===== src/hw/rtl/msdu_pkg.sv =====
// ----------------------------------------------------------------------------
// msdu_pkg
// Shared types, register map and helpers for the unwrapped MSD block.
// ----------------------------------------------------------------------------
package msdu_pkg;

    localparam int MAX_ATOMS_DEF = 1024;
    localparam int COORD_W       = 32;
    localparam int BOX_W         = 31;
    localparam int SQ_W          = 64;
    localparam int DIST_W        = 32;
    localparam int IDXO_W        = 10;
    localparam int CNT_W         = 11;
    localparam int ADDR_W        = 4;

    localparam logic [1:0] REG_IMAGING = 2'd0;
    localparam logic [1:0] REG_COUNT   = 2'd1;
    localparam logic [1:0] REG_PRINT   = 2'd2;

    localparam logic KIND_ATOM  = 1'b0;
    localparam logic KIND_FRAME = 1'b1;

    localparam logic OP_DIV  = 1'b0;
    localparam logic OP_SQRT = 1'b1;

    typedef struct packed {
        logic [COORD_W-1:0] pos_x;
        logic [COORD_W-1:0] pos_y;
        logic [COORD_W-1:0] pos_z;
        logic [BOX_W-1:0]   box_x;
        logic [BOX_W-1:0]   box_y;
        logic [BOX_W-1:0]   box_z;
    } msdu_item_t;

    typedef struct packed {
        logic first;
        logic fin;
        logic clr;
        logic imaging;
        logic print;
    } msdu_flags_t;

    function automatic logic [SQ_W-1:0] sat_add(input logic [SQ_W-1:0] a,
                                                input logic [SQ_W-1:0] b);
        logic [SQ_W:0] s;
        s = {1'b0, a} + {1'b0, b};
        return s[SQ_W] ? {SQ_W{1'b1}} : s[SQ_W-1:0];
    endfunction

endpackage


===== src/hw/rtl/msdu_front.sv =====
// ----------------------------------------------------------------------------
// msdu_front
// Accept items, track the atom cursor, classify, and queue them for the back.
// ----------------------------------------------------------------------------
module msdu_front import msdu_pkg::*; #(
    parameter int MAX_ATOMS = MAX_ATOMS_DEF,
    localparam int IW = (MAX_ATOMS > 1) ? $clog2(MAX_ATOMS) : 1,
    localparam int CW = $clog2(MAX_ATOMS + 1)
) (
    input  logic              clk,
    input  logic              rst_n,
    input  logic              item_valid,
    output logic              item_stall,
    input  msdu_item_t        item,
    input  logic              imaging_enable,
    input  logic [CNT_W-1:0]  atom_count,
    input  logic              print_individual,
    output logic [CW-1:0]     n_eff,
    output logic              q_valid,
    input  logic              q_pop,
    output msdu_item_t        q_item,
    output msdu_flags_t       q_flags,
    output logic [IW-1:0]     q_idx
);

    logic [IW-1:0]  cursor_reg, cursor_next;
    logic           ref_reg, ref_next;
    logic [1:0]     count_reg, count_next;
    logic           wr_ptr_reg, rd_ptr_reg;
    msdu_item_t     qi_reg [2];
    msdu_flags_t    qf_reg [2];
    logic [IW-1:0]  qx_reg [2];
    logic [31:0]    cnt_ext;
    logic [CW-1:0]  cur_ext, cur, cur_inc;
    logic           push, clr, fin;
    msdu_flags_t    flags;

    always_comb
    begin
        cnt_ext = {{(32-CNT_W){1'b0}}, atom_count};
        if (cnt_ext == 32'd0)
        begin
            cnt_ext = 32'd1;
        end
        else if (cnt_ext > 32'(MAX_ATOMS))
        begin
            cnt_ext = 32'(MAX_ATOMS);
        end
        n_eff = cnt_ext[CW-1:0];
    end

    // Drop a partial frame when the count was lowered below the cursor.
    assign cur_ext = CW'(cursor_reg);
    assign clr     = (cur_ext >= n_eff);
    assign cur     = clr ? '0 : cur_ext;
    assign cur_inc = cur + CW'(1);
    assign fin     = (cur_inc >= n_eff);

    assign item_stall = (count_reg == 2'd2);
    assign push       = item_valid && !item_stall;

    always_comb
    begin
        flags.first   = !ref_reg;
        flags.fin     = fin;
        flags.clr     = clr;
        flags.imaging = imaging_enable;
        flags.print   = print_individual;
        cursor_next   = cursor_reg;
        ref_next      = ref_reg;
        if (push)
        begin
            cursor_next = fin ? '0 : cur_inc[IW-1:0];
            if (!ref_reg && fin)
            begin
                ref_next = 1'b1;
            end
        end
        count_next = count_reg + {1'b0, push} - {1'b0, q_pop};
    end

    always_ff @(posedge clk or negedge rst_n)
    begin
        if (!rst_n)
        begin
            cursor_reg <= '0;
            ref_reg    <= 1'b0;
            count_reg  <= 2'd0;
            wr_ptr_reg <= 1'b0;
            rd_ptr_reg <= 1'b0;
        end
        else
        begin
            cursor_reg <= cursor_next;
            ref_reg    <= ref_next;
            count_reg  <= count_next;
            if (push)
            begin
                wr_ptr_reg <= !wr_ptr_reg;
            end
            if (q_pop)
            begin
                rd_ptr_reg <= !rd_ptr_reg;
            end
        end
    end

    always_ff @(posedge clk)
    begin
        if (push)
        begin
            qi_reg[wr_ptr_reg] <= item;
            qf_reg[wr_ptr_reg] <= flags;
            qx_reg[wr_ptr_reg] <= cur[IW-1:0];
        end
    end

    assign q_valid = (count_reg != 2'd0);
    assign q_item  = qi_reg[rd_ptr_reg];
    assign q_flags = qf_reg[rd_ptr_reg];
    assign q_idx   = qx_reg[rd_ptr_reg];

endmodule


===== config.mk =====
export PLATFORM = sky130hd
export DESIGN_NAME = msdu_front
export DESIGN_NICKNAME = d
export VERILOG_FILES = /design/src/hw/rtl/msdu_pkg.sv /design/src/hw/rtl/msdu_front.sv
export SDC_FILE = /design/constraint.sdc
export NUM_CORES = 1
export LEC_CHECK = 0
export ABC_AREA = 1
export BUFFER_PORTS_ARGS = -buffer_cell sky130_fd_sc_hd__buf_4
export CAP_MARGIN = 30
export CORE_UTILIZATION = 53
export CTS_BUF_LIST = sky130_fd_sc_hd__clkbuf_16
export DETAILED_ROUTE_END_ITERATION = 8
export HOLD_SLACK_MARGIN = 0.02
export PLACE_DENSITY = 0.8
export SYNTH_ARGS = -nofsm -noshare
export SYNTH_HDL_FRONTEND = slang
export SYNTH_SLANG_ARGS = --single-unit

===== constraint.sdc =====
create_clock -name clk -period 11.2 [get_ports clk]
set_input_delay 1.68 -clock clk [delete_from_list [all_inputs] [get_ports clk]]
set_output_delay 1.68 -clock clk [all_outputs]
set_load 0.01 [all_outputs]

==> impl_metrics.toml, run 1 <==
[synth]
area_of_the_mapped_netlist_sq_um = 16300
syn_area_per_cell_sq_um = 18.5
seq_area_frac_synth_pct = 77.3
ys_seq_elements = 423
netlist-cell-type-count = 34
count_of_yosys_warnings_during_synthesis = 0
netlist_instances = 885
postSynthNetCount = 1115

[timing]
grt_setup_unrepaired = "false"
fin_setup_tns_ns = 0
timing.final.crit_share_pct = 53.2
max_clock_freq_mhz = 168
post-route-min-period_ns = 5.96
timing.max_slew.rel_slack_pct = 12.9
finalSetupViolCount = 0
worst_clock_skew_ns = 0.0220
final-max-slew-violation-count = 0
final.hold.worst_slack_ns = 0.482
count_of_endpoints_failing_hold_in_the_final_timing_report = 0
timing_worst_slew_pin_value_ns = 1.31

[worst_setup_path]
critical_path.reg2reg.startpoint = "cursor_reg[2]"
timing.critical_path.slowest_stage_cell = "nor2_2"
required_ns = 11.63
critPathKind = "in -> reg"
timing.critical_path.mode_cell = "nor2_1"
crit_path_depth = 29
worst_r2r_path_depth = 20
critPathLaunch = "atom_count[8]"
critical_path_peak_fanout = 10
crit_end_category = "flop"
path_delay_family = "simple AND/OR/NAND/NOR gates"
worstPathArrival_ns = 6.39
highest_cell_delay_on_the_worst_timing_path_ns = 0.41
buffers_plus_inverters_on_the_worst_setup_path = 5
type_of_element_launching_the_critical_path = "input pin"

[power_and_ir_drop]
power.total_w = 0.00544
power_density_nw_per_um2 = 255
peakVddDrop_mv = 0.202
power.static_leakage_nw = 8.37

[clock_network]
cts_tree = "done"
cts_htree_levels = 2
root_buffer = "clkbuf_16"
numClockSinks = 423
post_cts_hold_buffer_count = 0
clkLatencyLatePin_ns = 0.53
post_cts_resized = 0
numCtsBuffers = 43
clk_pin_slew_ns = 0.06
cts_setup_buffers = 0
cts_max_path_buffers = 3

[final_layout]
post-route-util_pct = 71.2
post_route_cells_drive_above_1_share_pct = 52.2
synthesis_to_finish_area_growth_pct = 30.5
largest_reg_flops = 378
final_nets = 1566

[die]
chipWidth_microns = 178
initial_core_util_pct = 54.5
fp.dieH_microns = 178
pin_count = 423
die_area_sq_um = 31500
coreArea_sq_um = 30000
rows = 63

[grt]
first_pass_grt_wire_length_microns = 54900
grt_overflow = 0
met1_routing_resource_usage_after_global_routing_pct = 27.5
via_count_of_the_first_global_routing_pass = 9550
antenna_found_initial = 2
global_route.usage.met2_pct = 41.8
largest_net_degree_at_the_start_of_global_routing = 188
grtUsageTotal_pct = 23.5
busiest_layer_in_global_routing = "met2"
groute.layer.met3.usage_pct = 5.51

[detailed_routing]
drc = 0
drt_first_pass_iters = 4
initialDrtViolationCount = 615
antenna_left = 0
route.vias.total = 9369
route.detailed.vias_per_inst = 5.32
wl_per_cell_microns = 21.7
wl_microns = 38100

[placement]
detailedPlacementHpwl_microns = 26300
gp_congestion = 0.851
io_buffer_count = 422

[outcome]
status = "completed"

[job]
cap_violations = 0

[min_path]
holdCritStartpoint = "ref_reg"
worst_hold_path.num_cells = 2
hold_crit_class = "reg -> reg"
[power by group]
group          switching [W]  internal, W  total (W)  leakage [nW]
clock               0.000564     0.000758    0.00132         0.693
combinational       0.000973     0.000876    0.00185          3.70
sequential         0.0000992      0.00217    0.00227          3.98
[cells in the final DEF (no fill, tap or decap), types with 2 or more instances in the layout]
| master | n |
|---|---|
| nor2_2 | 3 |
| nor2_4 | 4 |
| nand3_1 | 15 |
| bufinv_16 | 2 |
| buf_4 | 429 |
| edfxtp_1 | 408 |
| a21oi_1 | 7 |
| inv_2 | 2 |
| o21ai_0 | 10 |
| inv_6 | 2 |
| xor2_1 | 3 |
| clkinv_1 | 9 |
| and2_1 | 2 |
| nor2_1 | 27 |
| mux2_2 | 204 |
| diode_2 | 2 |
| clkinv_2 | 7 |
| clkbuf_16 | 44 |
| ha_1 | 24 |
| nand2_4 | 2 |
| nand2_1 | 62 |
| inv_1 | 61 |
| nand4_2 | 2 |
| dfrtp_1 | 14 |
| nand2_2 | 3 |
| nand4_1 | 6 |
[synthesized netlist by cell type (all sizes together)]
master	instances	area share, %
or2	1	0.038
nor2	35	1.0
clkbuf	9	0.21
a211oi	1	0.046
or3	1	0.038
and2	2	0.077
a21boi	1	0.069
clkinv	1	0.031
o21ai	12	0.39
nor4	1	0.038
a21oi	7	0.21
xnor2	1	0.054
edfxtp	408	75
dfrtp	15	2.3
buf	16	0.49
nor3b	1	0.077
nor3	1	0.031
xor2	3	0.16
ha	24	1.8
nand3	16	0.57
nand4	8	0.38
inv	50	1.1
nand2	67	1.7
mux2	204	14
[kinds of logic after synthesis]
logic type	Yosys count	synth area share, %
AO/OA/AOI/OAI	21	0.720
XOR/XNOR	4	0.215
adder cells (fa/ha/maj)	24	1.84
buffers and inverters	76	1.88
flip-flops	423	77.3
multiplexers	204	14.1
AND/OR/NAND/NOR	133	3.97
[worst paths after layout]
path	end	slack [ns]
setup / recovery	cursor_reg[0]	5.24
hold / removal	ref_reg	0.48
setup reg to reg	cursor_reg[0]	7.01
hold reg to reg	ref_reg	0.48
max in group asynchronous	rd_ptr_reg	9.97
min in group asynchronous	count_reg[0]	1.02
[layout make-up]
cell class / count / area [sq um]
Inverter: 51 / 193
Sequential cell: 423 / 12600
Clock buffer: 44 / 1100
Antenna cell: 2 / 5.00
Timing Repair Buffer: 431 / 3270
Fill cell: 1896 / 8640
Clock inverter: 34 / 214
Multi-Input combinational cell: 386 / 3410
Tap cell: 390 / 488
[worst min-delay path: stages (launching register included)]
cell     delay (ns)
dfrtp_1        0.33
inv_1          0.06
nand2_1        0.06
[stage by stage]
| stage | cells | setup WS, ns | cell area, sq um |
|---|---|---|---|
| 6_report | 1761 | 5.24 | 21300 |
| 5_1_grt | 1761 | 4.71 | 21300 |
| 4_1_cts | 1758 | 5.33 | 21300 |
| 3_5_place_dp | 1680 | 4.80 | 20000 |
| 3_3_place_gp | 1680 | 5.00 | 20000 |
| 2_1_floorplan | 885 | 3.38 | 16300 |
[metal layers]
metal | routed length, microns | vias to the layer above
li1 | - | 4254
met1 | 14000 | 4684
met2 | 20200 | 363
met3 | 2710 | 68
met4 | 1200 | 0
met5 | 0 | -
Power figures use the tool's default switching activity.
==> inputs of run 2 (changes only) <==
clock period = 6.1 ns   (was 11.2 ns; I/O delays follow)
==> impl_metrics.toml, run 2 (synthesis gave the netlist of run 1 again) <==
[placement]
gp_congestion = 0.867
detailedPlacementHpwl_microns = 25700
place.detailed.instances = 1680
io_buffer_count = 422
place_ws_ns = 0.476

[clock_network]
root_buffer = "clkbuf_16"
cts_max_path_buffers = 3
cts_setup_buffers = 0
numClockSinks = 423
clkLatencyLatePin_ns = 0.52
cts_htree_levels = 2
post_cts_resized = 0
numCtsBuffers = 42
clk_pin_slew_ns = 0.06
cts_tree = "done"
post_cts_hold_buffer_count = 0

[final_layout]
fillers = 1914
mostFrequentLayoutCell = "buf_4"
commonest_cells_after_routing_fill_and_taps_aside = "425 x buf_4, 408 x edfxtp_1, 204 x mux2_2, 64 x inv_1, 62 x nand2_1"
post_route_cells_drive_above_1_share_pct = 52.0
final_nets = 1565
largest_reg_flops = 378
synthesis_to_finish_area_growth_pct = 30.2
layoutNonFillerInstCount = 1756

[timing]
final-max-slew-violation-count = 0
max_clock_freq_mhz = 193
timing.final.crit_share_pct = 85.1
count_of_endpoints_failing_hold_in_the_final_timing_report = 0
grt_setup_unrepaired = "false"
finalSetupViolCount = 0
worst_clock_skew_ns = 0.0158
timing_worst_slew_pin_value_ns = 0.914
post-route-worst-setup-slack_ns = 0.910
post-route-min-period_ns = 5.19
timing.max_slew.rel_slack_pct = 39.0

[worst_setup_path]
type_of_element_launching_the_critical_path = "input pin"
crit_path_end = "cursor_reg[0]"
crit_end_category = "flop"
highest_cell_delay_on_the_worst_timing_path_ns = 0.44
timing.critical_path.slowest_stage_cell = "nor2_2"
worstPathArrival_ns = 5.62
critical_path_peak_fanout = 10
required_ns = 6.53
worst_r2r_path_depth = 20
timing.critical_path.mode_cell = "nor2_1"
rr_endpoint = "cursor_reg[0]"
r2r_slack_ns = 1.94
critical_path.reg2reg.startpoint = "cursor_reg[2]"
critPathKind = "in -> reg"
critPathLaunch = "atom_count[8]"

[detailed_routing]
route.detailed.vias_per_inst = 5.27
initialDrtViolationCount = 684
wl_microns = 37300
drc = 0
drt_first_pass_iters = 5
antenna_left = 0
route.vias.total = 9252
wl_per_cell_microns = 21.2

[power_and_ir_drop]
internal_power_w = 0.00688
clock_group_share_of_total_power_pct = 23.4
peakVddDrop_mv = 0.403
power_density_nw_per_um2 = 463
p_seq_share_pct = 42.8
switching_power_w = 0.00296
power.static_leakage_nw = 8.36
sw_frac_of_total_pct = 30.0
power.combinational.fraction_pct = 33.8

[grt]
via_count_of_the_first_global_routing_pass = 9390
busiest_layer_in_global_routing = "met2"
largest_net_degree_at_the_start_of_global_routing = 112
met1_routing_resource_usage_after_global_routing_pct = 26.8
first_pass_grt_wire_length_microns = 53800
grtUsageTotal_pct = 23.0
groute.layer.met3.usage_pct = 6.19
antenna_found_initial = 2
global_route.usage.met2_pct = 40.2
grt_overflow = 0

[job]
cap_violations = 0

[die]
chipWidth_microns = 178
initial_core_util_pct = 54.5
coreArea_sq_um = 30000
rows = 63
die_area_sq_um = 31500
fp.dieH_microns = 178
pin_count = 423

[min_path]
hold_crit_class = "in -> async"

[outcome]
status = "completed"
==> run 2: changes by cell type in the layout (fill, tap and decap cells not counted), sizes merged <==
| cell | delta |
|---|---|
| clkinv | -4 |
| clkbuf | -2 |
| clkinvlp | -1 |
| bufinv | -1 |
| inv | +3 |
==> run 2: cell type report <==
class	count	area [sq um]	area share, %
clock buffers	42	1050	4.94
multi-input cells	386	3410	16.0
diodes	2	5.00	0.0235
flip-flops and latches	423	12600	59.4
inverters	51	193	0.906
clock inverters	31	170	0.800
well taps	390	488	2.29
repair buffers	431	3320	15.6
==> run 2: per-layer routing <==
metal	routed length, microns	up-vias
met5	0	-
met4	1390	0
met3	3110	74
met2	19300	367
met1	13500	4575
li1	-	4236
==> run 2: worst max-delay path, delay by kind of cell <==
family / cells / cell delay [ns]
buf+inv: 4 / 0.30
simple gates: 18 / 2.89
compound gates: 4 / 0.57
fa+ha+maj: 3 / 0.93
==> run 2: stage by stage <==
step                util (%)  hold WS, ns  cell area [sq um]  total power (W)  setup TNS (ns)
floorplan                  -        0.428              16300          0.00611         -387.64
global placement        66.8        0.445              20000          0.00754               0
detailed placement      66.8        0.463              20000          0.00761               0
CTS                     70.9        0.240              21200          0.00993               0
global route            71.0        0.245              21300           0.0103               0
finish                  71.0        0.257              21300          0.00984               0
==> run 2: power by group through the flow <==
stage               logic [W]  registers, W  clock network, W
floorplan             0.00185       0.00426                 0
global placement      0.00330       0.00423                 0
detailed placement    0.00333       0.00428                 0
CTS                   0.00335       0.00422           0.00235
global route          0.00354       0.00427           0.00246
finish                0.00333       0.00421           0.00230
==> run 2: worst min path at each step <==
stage                    end  slack (ns)  depth (start not counted)
5_1_grt        cursor_reg[6]        0.25                          1
3_3_place_gp         ref_reg        0.44                          2
4_1_cts        cursor_reg[6]        0.24                          1
2_1_floorplan        ref_reg        0.43                          2
3_5_place_dp         ref_reg        0.46                          2
6_report       cursor_reg[6]        0.26                          1
